File: config.mk
export PLATFORM = sky130hd
export DESIGN_NAME = rcsfx_std
export DESIGN_NICKNAME = d
export VERILOG_FILES = /design/src/rcsfx_pkg.sv /design/src/rcsfx_std.sv
export SDC_FILE = /design/constraint.sdc
export NUM_CORES = 2
export LEC_CHECK = 0
export BUFFER_PORTS_ARGS = -buffer_cell sky130_fd_sc_hd__buf_4
export CAP_MARGIN = 20
export CELL_PAD_IN_SITES_DETAIL_PLACEMENT = 0
export CELL_PAD_IN_SITES_GLOBAL_PLACEMENT = 2
export CORE_MARGIN = 3
export CORE_UTILIZATION = 35
export CTS_CLUSTER_DIAMETER = 150
export DETAILED_ROUTE_END_ITERATION = 8
export PLACE_DENSITY = 0.74
export SYNTH_ARGS = -nofsm -noshare
export SYNTH_HDL_FRONTEND = slang
export SYNTH_SLANG_ARGS = --single-unit
File: constraint.sdc
create_clock -name clk -period 22.6 [get_ports clk]
set_input_delay 5.65 -clock clk [delete_from_list [all_inputs] [get_ports clk]]
set_output_delay 5.65 -clock clk [all_outputs]
set_load 0.02 [all_outputs]
File: src/rcsfx_pkg.sv
// Shared constants, types and functions for the RCS aspect feature extractor.
package rcsfx_pkg;

  localparam int MaxSamples = 256;
  localparam int AddrW = $clog2(MaxSamples);
  localparam int CountW = $clog2(MaxSamples + 1);

  localparam int AzW = 17;
  localparam int ElW = 15;
  localparam int RcsW = 15;

  localparam logic [AzW-1:0] AzLoRst = {1'b0, {(AzW-1){1'b1}}};
  localparam logic [AzW-1:0] AzHiRst = {1'b1, {(AzW-1){1'b0}}};
  localparam logic [ElW-1:0] ElLoRst = {1'b0, {(ElW-1){1'b1}}};
  localparam logic [ElW-1:0] ElHiRst = {1'b1, {(ElW-1){1'b0}}};

  localparam int AngleTol = 100;
  localparam int StdFull = 30000;
  localparam int SnrFull = 3000;
  localparam int CovFull = 6000;
  localparam int HalfQ = 2048;

  // Reciprocal of 3000 in Q35; the quotient is exact for dividends below 2^23.
  localparam logic [23:0] RecipQ35 = 24'd11453247;

  localparam logic CfgMinCoverage = 1'b0;
  localparam logic CfgMinSnr = 1'b1;

  // Distance word: sum of the squares of an 18-bit and a 16-bit difference.
  localparam int DistW = 38;

  typedef struct packed {
    logic signed [AzW-1:0] az;
    logic signed [ElW-1:0] el;
    logic signed [RcsW-1:0] rcs;
  } sample_t;

  typedef struct packed {
    logic start;
    logic [CountW-1:0] count;
    logic signed [AzW-1:0] look_az;
    logic signed [ElW-1:0] look_el;
  } scan_req_t;

  typedef struct packed {
    logic done;
    logic near_ok;
    logic signed [RcsW-1:0] mean;
  } scan_rsp_t;

  function automatic logic [23:0] step_q24(input logic [3:0] k);
    logic [23:0] v;
    case (k)
      4'd0: v = 24'd16757912;
      4'd1: v = 24'd16738629;
      4'd2: v = 24'd16700132;
      4'd3: v = 24'd16623401;
      4'd4: v = 24'd16470997;
      4'd5: v = 24'd16170368;
      4'd6: v = 24'd15585470;
      4'd7: v = 24'd14478377;
      4'd8: v = 24'd12494529;
      4'd9: v = 24'd9305075;
      4'd10: v = 24'd5160834;
      4'd11: v = 24'd1587522;
      4'd12: v = 24'd150217;
      4'd13: v = 24'd1345;
      default: v = 24'd16777215;
    endcase
    return v;
  endfunction

endpackage

File: src/rcsfx_std.sv
// Uncertainty from SNR: one Q24 scaling step per cycle.
module rcsfx_std
  import rcsfx_pkg::*;
(
  input  logic        clk,
  input  logic        rst_n,
  input  logic        start,
  input  logic [13:0] snr,
  output logic        done,
  output logic [14:0] std_dev
);

  logic        run_r;
  logic [3:0]  k_r;
  logic [13:0] s_r;
  logic [24:0] p_r, p_nxt;
  logic [48:0] prod;
  logic [39:0] fin;
  logic        fin_r;
  logic [14:0] std_r;

  assign prod = p_r * step_q24(k_r) + 49'd8388608;
  assign fin = 40'(StdFull) * 40'(p_r) + 40'd8388608;

  always_comb begin
    p_nxt = p_r;
    if (s_r[k_r]) begin
      p_nxt = prod[48:24];
    end
  end

  always_ff @(posedge clk) begin
    if (!rst_n) begin
      run_r <= 1'b0;
      fin_r <= 1'b0;
    end else begin
      fin_r <= 1'b0;
      if (start) begin
        run_r <= 1'b1;
      end else if (run_r && k_r == 4'd13) begin
        run_r <= 1'b0;
        fin_r <= 1'b1;
      end
    end
  end

  always_ff @(posedge clk) begin
    if (start) begin
      k_r <= '0;
      s_r <= snr;
      p_r <= 25'd16777216;
    end else if (run_r) begin
      k_r <= k_r + 1'b1;
      p_r <= p_nxt;
    end
    if (fin_r) begin
      std_r <= fin[38:24];
    end
  end

  logic done_r;
  always_ff @(posedge clk) begin
    if (!rst_n) begin
      done_r <= 1'b0;
    end else begin
      done_r <= fin_r;
    end
  end

  assign done = done_r;
  assign std_dev = std_r;

endmodule

Word-level counts from Yosys, hierarchy flattened
Memories as Yosys holds them, arrays and structs flattened. A register that Yosys moved wholly into a read port is not among the register bits.
Cells that the tools add are included.
Word-level totals
  ROM bits: 384
  register bits: 61
  input bits: 17
  word-level logic and storage cells: 27
  output and inout bits: 16
  memories kept: 1
Cells by class
  equality and inequality tests: 1
  $mul: 2
  bitwise operators: 1
  add/sub/neg operators: 3
  muxes and demuxes: 7
  order comparisons: 1
  reduce and logical (&&, ||, !) cells: 4
Memory list
  (name not given): words 16, bits a word 24, read ports 1, clocked after Yosys merged registers in 1, wr ports 0, RTL line rcsfx_pkg.sv:53  | case (k)
Operator list (count)
  adder 49 x 24 -> 49 bit (second input constant): 1
  multiplier 25 x 24 -> 49 bit: 1
  adder 39 x 24 -> 39 bit (second input constant): 1
  multiplier 11 x 25 -> 35 bit (first input constant): 1
  two-way mux 4 bit: 2
  less-than comparator 4 x 5 -> 1 bit (second input constant): 1
  adder 4 x 1 -> 4 bit (second input constant): 1
  binary-select mux 1 bit (select 4 bit): 1
  equality test 4 bit (second input constant): 1
  two-way mux 1 bit: 4
  AND reduction 2 bit: 1
  nonzero test 2 bit: 1
  OR reduction 2 bit: 1
  logical AND 1 bit: 1
  NOT 1 bit: 1

Longest topological paths before layout
  word-level depth: 4
  depth in mapped cells: 27
  gate-level depth less buffers: 26

Worst setup path before layout
No wires, ideal clock.
  path type: input-to-reg
  start point: in start
  end point: reg (tool-made name)
  path buffers: 3
  setup slack: 15.119 ns
  stages: 7
  arrival time: 7.354 ns
  data required time: 22.473 ns
  library setup time: 0.127 ns
  cell sequence: clkbuf_1 -> or2_2 -> clkbuf_1 -> inv_1 -> buf_1 -> ha_1 -> or3_1
RTL lines
  start: declaration: RTL line rcsfx_std.sv:7  | input logic start,

Worst setup path in the final report
  start point: reg p_r[9]
  end point: reg p_r[24]
On the way
  longest elaborated chain between the ends: 2
Ends and longest elaborated chain
  start: declaration: RTL line rcsfx_std.sv:16  | logic [24:0] p_r, p_nxt;
  start signal: assignment: RTL line rcsfx_std.sv:54  | p_r <= p_nxt;
  multiplier 25 x 24 -> 49 bit: RTL line rcsfx_std.sv:22  | assign prod = p_r * step_q24(k_r) + 49'd8388608;
  adder 49 x 24 -> 49 bit: RTL line rcsfx_std.sv:22
Every way passes these cells.
A chain may end at the register's enable or synchronous reset.

==> out/metrics.csv <==
stage,metric,value,unit
synth,syn nets,3908,
timing,final worst setup slack,14010,ps
grt,initial antenna violation count,6,
synth,Area contributors post-synth,"fa_1 (44%), ha_1 (13%), inv_1 (9.5%)",
timing,fin crit share,38.0,%
hold_path,hold path startpoint,p_r[12],
synth,Post-synth ARST share,0,%
hold_path,end of the worst hold path,p_r[12],
die,die area,0.0820,mm²
die,num rows,102,
synth,"top cells by count, synth","inv_1 (699), fa_1 (608), nand2_1 (371), and2_1 (300), ha_1 (294)",
grt,largest net degree at the start of global routing,43,
cts,CTS tree,built,
detailed_routing,final wirelength,77.1,mm
synth,Synth top area share,44.2,%
place,pre-CTS setup slack,14050,ps
grt,first-pass GRT wire length,124,mm
synth,Post-Syn Area per Cell,9.21,µm²
timing,Fin. Hold Viols,0,
timing,fmax,0.116,GHz
worst_setup_path,crit path from,p_r[9],
worst_setup_path,worst path bufs/invs,6,
worst_setup_path,startpoint type of the worst setup path,flop,
detailed_routing,DRT iter0 DRCs,1043,
hold_path,Tightest Hold Check Type,reg2reg,
grt,GR Util All Layers,19.7,%
worst_setup_path,Setup crit end kind,flop,
hold_path,Hold Crit Depth,2,
cts,Clock Latency Late Sink,390,ps
detailed_routing,Wirelength per Cell,19.3,µm
timing,Tmin final,8590,ps
detailed_routing,Residual DRC,0,
job,Max-Cap Viols,0,
worst_setup_path,CP peak stage delay,920,ps
synth,Post-Syn Instances,2989,
timing,measured slew at the worst slew-check pin,1120,ps
die,die width,286,µm
cells_and_area,Non-Filler Instances,3996,
worst_setup_path,CP Class,reg2reg,
cts,H-tree depth,3,
die,Initial Utilization,35.4,%
timing,clk_skew,22.5,ps
timing,RSZ-0062 raised after global routing,false,
die,Ports,33,
synth,"Seq/Total Area, Yosys",7.24,%
detailed_routing,DR vias/cell,4.95,
timing,Setup TNS,0,ps
synth,number of synthesized register bits,85,
synth,most common cell in the synthesized netlist,inv_1,
timing,Final Slew Violations,0,
outcome,status,"complete, no violations",
worst_setup_path,RR Startpoint,p_r[9],
place,port buffer count,32,
timing,Slew HR,25.1,%
cts,CTS max path bufs,2,
synth,largest area contributor in the synthesized netlist,fa_1,
cells_and_area,Area growth syn-to-layout,6.17,%
die,Core Region,0.0777,mm²
synth,Mapped Area,0.0275,mm²
cts,CTS Buf Count,9,
cells_and_area,share of cells above drive strength 1,4.03,%
detailed_routing,drt pass-1 iters,5,
grt,vias in the first global route,21700,
worst_setup_path,crit-path leading delay family,adder cells,
worst_setup_path,R2R Setup Slk,14010,ps
detailed_routing,vias after detailed routing,19800,
synth,"Top FF cell, synth",dfxtp_1,
die,DIE HEIGHT,286,µm
worst_setup_path,R2R depth,25,
detailed_routing,antenna-violating nets left,0,
place,dpl hpwl,58.2,mm
worst_setup_path,Crit path top cell by count,fa_1,
synth,Syn. warnings,0,
worst_setup_path,Critical Path AT,8840,ps
cts,Clk Tree Root Cell,clkbuf_16,
synth,count of different cell masters after synthesis,77,
grt,total gr overflow,0,
place,routability cong.,0.827,
cts,Post-CTS Hold Fix Bufs,0,
cells_and_area,nets,3867,
worst_setup_path,slowest CP cell,dfxtp_1,
cts,clock transition at the registers of the reported paths,90,ps
timing,worst hold slack,509,ps
synth,"EDFF count, synth",29,
place,Placed Cells,3976,
worst_setup_path,"Req. time, crit path",22850,ps
worst_setup_path,Worst Path Max Fanout,17,
cts,Resized cells post-CTS,0,
worst_setup_path,capture point of the worst reg-to-reg path,p_r[24],
cts,postcts setup bufs,0,
cts,clock sinks,85,
timing,final setup vio count,0,
layout by cell type, fill, tap and decap left out, types with 4 or more instances in the layout:
cell type	instances
inv_1	699
fa_1	608
nand2_1	371
and2_1	300
ha_1	294
a21oi_1	82
nor2_1	75
buf_4	72
dfxtp_1	52
o21ai_0	41
xnor2_1	36
edfxtp_1	29
nand3_1	26
nor3_1	22
a21o_1	17
xor2_1	15
mux2i_1	15
and3_1	14
a211oi_1	13
o21a_1	12
nand4_1	11
clkbuf_16	9
o31ai_1	8
nand2b_1	7
or3_1	7
a31oi_1	6
nor2b_1	6
o211ai_1	6
or2_2	5
nor4_1	5
a22oi_1	4
and4_1	4
o21bai_1	4
dfxtp_2	4
tightest hold or removal path: cells and delay by family, from the launching register on:
family	cells	cell delay, ps
flip-flops	1	340
multiplexers	1	70
AND/OR/NAND/NOR	1	70
cells by family (layout without fill, tap and decap cells):
group	count (synthesis)	count (layout)	share of synthesized area (%)
fa+ha+maj	902	902	57.6
simple gates	870	870	15.8
buf+inv	825	789	11.3
compound gates	236	236	5.63
flops	85	85	7.24
xor+xnor	51	51	1.62
mux	20	20	0.873
other cells	0	3	0
how the worst max path moves through the flow:
| stage | slack (ps) | cells past startpoint | to |
|---|---|---|---|
| 4_1_cts | 14020 | 25 | p_r[24] |
| 5_1_grt | 13570 | 25 | p_r[24] |
| 3_5_place_dp | 14050 | 25 | p_r[24] |
| 6_report | 14010 | 25 | p_r[24] |
| 2_1_floorplan | 15120 | 7 | flop |
| 3_3_place_gp | 14110 | 25 | p_r[24] |
layer usage:
metal  share of wire, %  vias to the layer above  global-route usage (%)
met3                4.6                       98                    2.54
met2                 48                      473                    33.1
met4                2.3                        4                    5.18
met1                 45                    10300                    26.9
met5              0.034                        -                       0
li1                   -                     8906                       -
stage by stage:
stage          util (%)  area [µm²]
2_1_floorplan         -       27500
3_3_place_gp       37.2       28900
3_5_place_dp       37.2       28900
4_1_cts            37.6       29200
5_1_grt            37.6       29200
6_report           37.6       29200
final cells by class:
class                   count  area, µm²
clock inverters             7       75.1
well taps                1040       1300
flip-flops and latches     85       2000
fillers                  7894      48500
multi-input cells        2079      22400
repair buffers             73        556
clock buffers               9        225
diodes                      3       7.51
inverters                 700       2630
Power is left out: the tool's default activity adds up to more than one toggle a clock period on the data nets, which glitch-free logic cannot reach.
