File: src/rcsfx_pkg.sv
// Shared constants, types and functions for the RCS aspect feature extractor.
package rcsfx_pkg;

  localparam int MaxSamples = 256;
  localparam int AddrW = $clog2(MaxSamples);
  localparam int CountW = $clog2(MaxSamples + 1);

  localparam int AzW = 17;
  localparam int ElW = 15;
  localparam int RcsW = 15;

  localparam logic [AzW-1:0] AzLoRst = {1'b0, {(AzW-1){1'b1}}};
  localparam logic [AzW-1:0] AzHiRst = {1'b1, {(AzW-1){1'b0}}};
  localparam logic [ElW-1:0] ElLoRst = {1'b0, {(ElW-1){1'b1}}};
  localparam logic [ElW-1:0] ElHiRst = {1'b1, {(ElW-1){1'b0}}};

  localparam int AngleTol = 100;
  localparam int StdFull = 30000;
  localparam int SnrFull = 3000;
  localparam int CovFull = 6000;
  localparam int HalfQ = 2048;

  // Reciprocal of 3000 in Q35; the quotient is exact for dividends below 2^23.
  localparam logic [23:0] RecipQ35 = 24'd11453247;

  localparam logic CfgMinCoverage = 1'b0;
  localparam logic CfgMinSnr = 1'b1;

  // Distance word: sum of the squares of an 18-bit and a 16-bit difference.
  localparam int DistW = 38;

  typedef struct packed {
    logic signed [AzW-1:0] az;
    logic signed [ElW-1:0] el;
    logic signed [RcsW-1:0] rcs;
  } sample_t;

  typedef struct packed {
    logic start;
    logic [CountW-1:0] count;
    logic signed [AzW-1:0] look_az;
    logic signed [ElW-1:0] look_el;
  } scan_req_t;

  typedef struct packed {
    logic done;
    logic near_ok;
    logic signed [RcsW-1:0] mean;
  } scan_rsp_t;

  function automatic logic [23:0] step_q24(input logic [3:0] k);
    logic [23:0] v;
    case (k)
      4'd0: v = 24'd16757912;
      4'd1: v = 24'd16738629;
      4'd2: v = 24'd16700132;
      4'd3: v = 24'd16623401;
      4'd4: v = 24'd16470997;
      4'd5: v = 24'd16170368;
      4'd6: v = 24'd15585470;
      4'd7: v = 24'd14478377;
      4'd8: v = 24'd12494529;
      4'd9: v = 24'd9305075;
      4'd10: v = 24'd5160834;
      4'd11: v = 24'd1587522;
      4'd12: v = 24'd150217;
      4'd13: v = 24'd1345;
      default: v = 24'd16777215;
    endcase
    return v;
  endfunction

endpackage

File: src/rcsfx_scan.sv
// Nearest-sample search over the memory, one sample per cycle, pipelined.
module rcsfx_scan
  import rcsfx_pkg::*;
(
  input  logic             clk,
  input  logic             rst_n,
  input  scan_req_t        req,
  output logic [AddrW-1:0] rd_addr,
  input  sample_t          rd_data,
  output scan_rsp_t        rsp
);

  logic             run_r, run_nxt;
  logic [CountW-1:0] idx_r, idx_nxt;
  logic [CountW-1:0] cnt_r;
  logic signed [AzW-1:0] la_r;
  logic signed [ElW-1:0] le_r;
  logic             v1_r, v2_r, v3_r;
  logic             f1_r, f2_r, f3_r;
  logic             l1_r, l2_r, l3_r;
  logic signed [AzW:0] da_r;
  logic signed [ElW:0] de_r;
  logic signed [RcsW-1:0] rcs2_r, rcs3_r;
  logic [2*AzW+1:0] sa_r;
  logic [2*ElW+1:0] se_r;
  logic [DistW-1:0] dist_w;
  logic [DistW-1:0] best_r;
  logic signed [RcsW-1:0] mean_r;
  logic             done_r;
  logic             near_r;
  logic             single_r;

  function automatic logic da_r_abs_ok(input sample_t s, input logic signed [AzW-1:0] la,
                                       input logic signed [ElW-1:0] le);
    logic signed [AzW:0] a;
    logic signed [ElW:0] e;
    a = {s.az[AzW-1], s.az} - {la[AzW-1], la};
    e = {s.el[ElW-1], s.el} - {le[ElW-1], le};
    return (a <= (AzW+1)'(AngleTol)) && (a >= -(AzW+1)'(AngleTol))
        && (e <= (ElW+1)'(AngleTol)) && (e >= -(ElW+1)'(AngleTol));
  endfunction

  assign rd_addr = idx_r[AddrW-1:0];

  always_comb begin
    run_nxt = run_r;
    idx_nxt = idx_r;
    if (req.start) begin
      run_nxt = 1'b1;
      idx_nxt = '0;
    end else if (run_r) begin
      idx_nxt = idx_r + 1'b1;
      if (idx_r == cnt_r - 1'b1) begin
        run_nxt = 1'b0;
      end
    end
  end

  always_ff @(posedge clk) begin
    if (!rst_n) begin
      run_r <= 1'b0;
      v1_r <= 1'b0;
      v2_r <= 1'b0;
      v3_r <= 1'b0;
      done_r <= 1'b0;
    end else begin
      run_r <= run_nxt;
      v1_r <= run_r;
      v2_r <= v1_r;
      v3_r <= v2_r;
      done_r <= v3_r && l3_r;
    end
  end

  assign dist_w = {2'd0, sa_r} + {6'd0, se_r};

  always_ff @(posedge clk) begin
    idx_r <= idx_nxt;
    if (req.start) begin
      cnt_r <= req.count;
      la_r <= req.look_az;
      le_r <= req.look_el;
      single_r <= (req.count == CountW'(1));
    end
    f1_r <= (idx_r == '0);
    l1_r <= (idx_r == cnt_r - 1'b1);
    da_r <= {rd_data.az[AzW-1], rd_data.az} - {la_r[AzW-1], la_r};
    de_r <= {rd_data.el[ElW-1], rd_data.el} - {le_r[ElW-1], le_r};
    rcs2_r <= rd_data.rcs;
    f2_r <= f1_r;
    l2_r <= l1_r;
    sa_r <= $unsigned((2*AzW+2)'(da_r) * (2*AzW+2)'(da_r));
    se_r <= $unsigned((2*ElW+2)'(de_r) * (2*ElW+2)'(de_r));
    rcs3_r <= rcs2_r;
    f3_r <= f2_r;
    l3_r <= l2_r;
    if (v1_r && f1_r) begin
      near_r <= (da_r_abs_ok(rd_data, la_r, le_r));
    end
    if (v3_r && (f3_r || dist_w < best_r)) begin
      best_r <= dist_w;
      mean_r <= rcs3_r;
    end
  end

  assign rsp.done = done_r;
  assign rsp.near_ok = near_r || !single_r;
  assign rsp.mean = mean_r;

endmodule

File: config.mk
export PLATFORM = sky130hd
export DESIGN_NAME = rcsfx_scan
export DESIGN_NICKNAME = d
export VERILOG_FILES = /design/src/rcsfx_pkg.sv /design/src/rcsfx_scan.sv
export SDC_FILE = /design/constraint.sdc
export NUM_CORES = 2
export LEC_CHECK = 0
export BUFFER_PORTS_ARGS = -buffer_cell sky130_fd_sc_hd__buf_4
export CAP_MARGIN = 15
export CELL_PAD_IN_SITES_DETAIL_PLACEMENT = 1
export CELL_PAD_IN_SITES_GLOBAL_PLACEMENT = 1
export CORE_AREA = 4 4 241 243
export CTS_CLUSTER_DIAMETER = 120
export DETAILED_ROUTE_END_ITERATION = 10
export DIE_AREA = 0 0 245 247
export HOLD_SLACK_MARGIN = 0.02
export PLACE_DENSITY_LB_ADDON = 0.1
export SYNTH_ARGS = -nofsm -noshare
export SYNTH_HDL_FRONTEND = slang
export SYNTH_SLANG_ARGS = --single-unit
File: constraint.sdc
create_clock -name clk -period 11.8 [get_ports clk]
set_input_delay 1.18 -clock clk [delete_from_list [all_inputs] [get_ports clk]]
set_output_delay 1.18 -clock clk [all_outputs]
set_load 0.02 [all_outputs]
After elaboration in Yosys (flattened, before gate mapping) --
Index checks and enable logic that the tools add are counted.
Operators by class: reductions and logical operators 10, multiplexer cells 3, bitwise gates (word level) 0, add/sub/neg operators 5, div/mod/pow operators 0, $lt $le $gt $ge 5, equality and inequality tests 2, shifts and indexed selects 0, multiply operators 2
Operators by type and width (count):
- less-than comparator 37 x 38 -> 1 bit | 1
- adder 36 x 32 -> 37 bit | 1
- multiplier 18 x 18 -> 36 bit | 1
- multiplier 16 x 16 -> 32 bit | 1
- greater-or-equal comparator 18 x 8 -> 1 bit, second input constant | 1
- less-or-equal comparator 18 x 8 -> 1 bit, second input constant | 1
- subtractor 17 x 17 -> 18 bit | 1
- greater-or-equal comparator 16 x 8 -> 1 bit, second input constant | 1
- less-or-equal comparator 16 x 8 -> 1 bit, second input constant | 1
- subtractor 15 x 15 -> 16 bit | 1
- adder 9 x 1 -> 9 bit, second input constant | 1
- == test 9 x 1 -> 1 bit, second input constant | 1
- == test 9 bit | 1
- logical NOT 9 bit | 1
- subtractor 9 x 1 -> 9 bit, second input constant | 1
- logical AND 1 bit | 6
- two-way mux 1 bit | 3
- logical OR 1 bit | 2
- logical NOT 1 bit | 1
Word-level totals: bits in read-only memories 0, word-level logic and storage cells 52, bits in registers 248, output and inout bits 25, bits of input ports 91, memory bits (writable) 0, bits in latches 0, memories kept 0

Longest topological paths before layout --
depth after elaboration 5, depth in mapped cells 27, mapped depth without buffers 25

Worst setup path after synthesis --
OpenSTA, ideal clock, no wires.
path type register to register, start register da_r[17], end register sa_r[34], arrival 6441 ps, setup time 72 ps, data required time 11728 ps, period minus slack after synthesis 6513 ps, path buffers 2, stages on the path, launching flop included 25, setup slack 5287 ps, path through dfxtp_1 > clkbuf_1 > clkinv_1 > clkbuf_1 > nor2_1 > fa_1 > inv_1 > fa_1 > inv_1 > ha_1 > inv_1 > fa_1 > inv_1 > fa_1 > inv_1 > fa_1 > inv_1 > ha_1 > a21o_1 > a21oi_1 > o21ai_0 > a211o_1 > a31o_2 > a21oi_1 > xnor2_1
Between the ends: word-level cells in the longest chain between the ends 1
Ends and longest elaborated chain:
- from (decl) | line rcsfx_scan.sv:21 | logic signed [AzW:0] da_r;
- from (signal assigned) | line rcsfx_scan.sv:87 | da_r <= {rd_data.az[AzW-1], rd_data.az} - {la_r[AzW-1], la_r};
- multiplier 18 x 18 -> 36 bit | line rcsfx_scan.sv:92 | sa_r <= $unsigned((2*AzW+2)'(da_r) * (2*AzW+2)'(da_r));
- to (signal assigned) | line rcsfx_scan.sv:92
- to (decl) | line rcsfx_scan.sv:24 | logic [2*AzW+1:0] sa_r;
No other way between the ends. A chain may end at the register's enable or synchronous reset.

Worst setup path in the final report --
start register da_r[17], end register sa_r[35]
The elaborated chain is that of the path after synthesis.

==> results.yml <==
global_routing:
  grtUsageTotal_pct: 25.0
  grt_max_degree: 53
  antenna_found_initial: 3
  grt_pass1_vias: 25079
  grt_overflow_total: 0
  grt_pass1_wl_mm: 122
cells_and_area:
  final_cells: 3983
  syn_to_final_growth_pct: 8.53
  nFillCells: 6319
  multiInputGateArea_sq_mm: 0.0212
  nets: 4126
  diodes: 0
  mostFrequentLayoutCells: "841 x inv_1, 533 x fa_1, 299 x ha_1, 218 x nand2_1, 150 x dfxtp_1"
  post-route-cell-area_sq_mm: 0.0331
  layout_commonest_cell: "inv_1"
  regArea_sq_mm: 0.00586
  layout-drive-gt1-share_pct: 6.07
setup_path:
  path_depth: 23
  r2r_slack_ps: 4120
  r2r_end: "sa_r[35]"
  rr_startpoint: "da_r[17]"
  worst_ep_required_time_ps: 12240
  cp-start-kind: "register"
  critPathTopFamily: "adder cells"
  crit_top_cell: "inv_1"
  rr_worst_depth: 23
  cp-end-kind: "register"
  critical-path-max-stage-delay_ps: 790
  path_cells: "clkinv_1 > nor2_1 > fa_1 > inv_1 > fa_1 > inv_1 > ha_1 > inv_1 > fa_1 > inv_1 > fa_1 > inv_1 > fa_1 > inv_1 > ha_1 > a21o_1 > a21oi_1 > nor2b_1 > a221o_1 > o21ai_1 > a21oi_1 > nor4_1 > a311oi_1"
  critPathLaunch: "da_r[17]"
  critical_path_class: "register to register"
  critPathMaxFanout: 19
  crit_path_end: "sa_r[35]"
  critPathSlowestCell: "clkinv_1"
  path_buf_inv: 7
  critical_path_arrival_ps: 8120
detailed_routing:
  vias: 20969
  drt-vias-per-instance: 5.26
  first_iter_violations: 716
  remaining_drc_errors: 0
  routed_wl_mm: 71.9
  antenna_left: 0
  drt_first_pass_iters: 7
  post_drt_wl_per_cell_um: 18.1
synthesis:
  synth-seq-area-share_pct: 19.2
  synth.distinct_cells: 71
  syn-cell-area_sq_mm: 0.0305
  synth_cells: 3114
  yosys_warnings: 0
  ys.flop_type: "dfxtp_1"
  synth_seq_cells: 245
  syn_area_per_cell_sq_um: 9.78
  synth_edf_count: 95
  synth_nets: 4037
  async_flop_share_pct: 0
clock_tree:
  clockBufferDepth: 3
  cts-root-buf: "clkbuf_16"
  postCtsSetupRepairBufs: 0
  cts_resized: 0
  clk_latency_ps: 590
  postCtsHoldBufs: 0
  cts_tree: "yes"
  clkSinkCount: 245
  clk_transition_reported_paths_ps: 50
  cts_made_buffers: 30
  ctsHtreeMaxLevel: 1
timing:
  finalSetupTns_ps: 0
  min_period_ps: 7680
  maxSlewHeadroom_pct: 27.0
  finalCritPeriodShare_pct: 65.1
  hold_viol: 0
  tightest_slew_ps: 1090
  drv_slew: 0
  max_freq_mhz: 130
  setup-violations-final: 0
  rsz0062_at_grt: "no"
  clock_skew_ps: 39.1
run:
  maxCapViolations: 0
floorplanning:
  core-area_sq_mm: 0.0560
  io_pins: 116
  dieHeight_um: 247
  core.rowCount: 87
  start_util_pct: 54.4
  dieWidth_um: 245
  die_area_sq_mm: 0.0605
placement:
  place.gp.congestion: 0.861
  io_buffers: 115
  dp.final_hpwl_mm: 60.1
  placed_cells: 3927
  placed_cell_area_sq_mm: 0.0320
outcome:
  status: "finished, final reports clean"
min_path:
  hp-class: "register to register"
per-stage QoR:
stage	util (%)	hold slack, ps	setup WS [ps]
final	59.1	325	4120
after global routing	59.1	335	3560
after CTS	59.1	327	4140
after detailed placement	57.3	313	4150
after global placement	57.3	312	4500
after floorplan	-	310	5290
cell usage after synthesis, types with 10 or more instances:
| cell type | number | area share [%] |
|---|---|---|
| fa_1 | 533 | 35 |
| ha_1 | 299 | 12 |
| inv_1 | 841 | 10 |
| nand2_1 | 218 | 2.7 |
| nor2_1 | 128 | 1.6 |
| nand4_1 | 20 | 0.41 |
| o21ai_1 | 11 | 0.18 |
| a21o_1 | 65 | 1.6 |
| o21a_1 | 22 | 0.54 |
| a211oi_1 | 12 | 0.30 |
| o211ai_1 | 10 | 0.25 |
| and2_1 | 99 | 2.0 |
| o21ai_0 | 46 | 0.76 |
| clkbuf_1 | 54 | 0.67 |
| xnor2_1 | 116 | 3.3 |
| nor2b_1 | 24 | 0.49 |
| a21oi_1 | 90 | 1.5 |
| edfxtp_1 | 95 | 9.4 |
| nand2b_1 | 27 | 0.55 |
| a31oi_1 | 16 | 0.33 |
| xor2_1 | 42 | 1.2 |
| and3_1 | 15 | 0.31 |
| nand3_1 | 25 | 0.41 |
| dfxtp_1 | 150 | 9.9 |
| o21bai_1 | 13 | 0.32 |
| nor3_1 | 18 | 0.30 |
how the worst min path moves through the flow:
stage                     startpoint   endpoint  cells past startpoint
after floorplan                 f2_r       f3_r                      0
final                      rcs2_r[9]  rcs3_r[9]                      0
after global routing            l1_r       l2_r                      0
after global placement          l1_r       l2_r                      0
after CTS                       l2_r       l3_r                      0
after detailed placement   rcs2_r[8]  rcs3_r[8]                      0
cells by family (layout without fill, tap and decap cells):
family / count (synthesis) / count (layout) / synth area share (%)
adder cells (fa/ha/maj): 832 / 832 / 47.3
AO/OA/AOI/OAI: 346 / 346 / 7.53
AND/OR/NAND/NOR: 620 / 620 / 9.89
buffers and inverters: 908 / 1021 / 11.3
XOR/XNOR: 159 / 159 / 4.60
flip-flops: 245 / 245 / 19.2
multiplexers: 4 / 4 / 0.131
worst reg2reg max path: cells and delay by family (launching register included):
kind | cells | cell delay (ps)
AO/OA/AOI/OAI | 6 | 1220
buffers and inverters | 7 | 1440
adder cells (fa/ha/maj) | 7 | 3470
AND/OR/NAND/NOR | 3 | 650
flip-flops | 1 | 760
sequential cells by signal (all words and copies together), names as in the netlist, 9 cells and up:
| register | cells |
|---|---|
| best_r | 37 |
| sa_r | 35 |
| se_r | 31 |
| da_r | 18 |
| la_r | 17 |
| de_r | 16 |
| le_r | 15 |
| mean_r | 15 |
| rcs2_r | 15 |
| rcs3_r | 15 |
| cnt_r | 9 |
| idx_r | 9 |
layout make-up:
cell class	instances	area share, %
well taps	756	2.86
repair buffers	123	2.79
inverters	842	9.56
clock buffers	45	2.78
flip-flops and latches	245	17.7
clock inverters	11	0.273
multi-input cells	1961	64.0
metal layers:
layer	GRT usage, %	share of wire, %	vias to the layer above
met5	0	0	-
met3	2.48	3.3	151
met1	29.1	39	10729
met2	48.2	54	388
li1	-	-	9701
met4	7.87	3.5	0
Power is left out: the tool's default activity adds up to more than one toggle a clock period on the data nets, which glitch-free logic cannot reach.
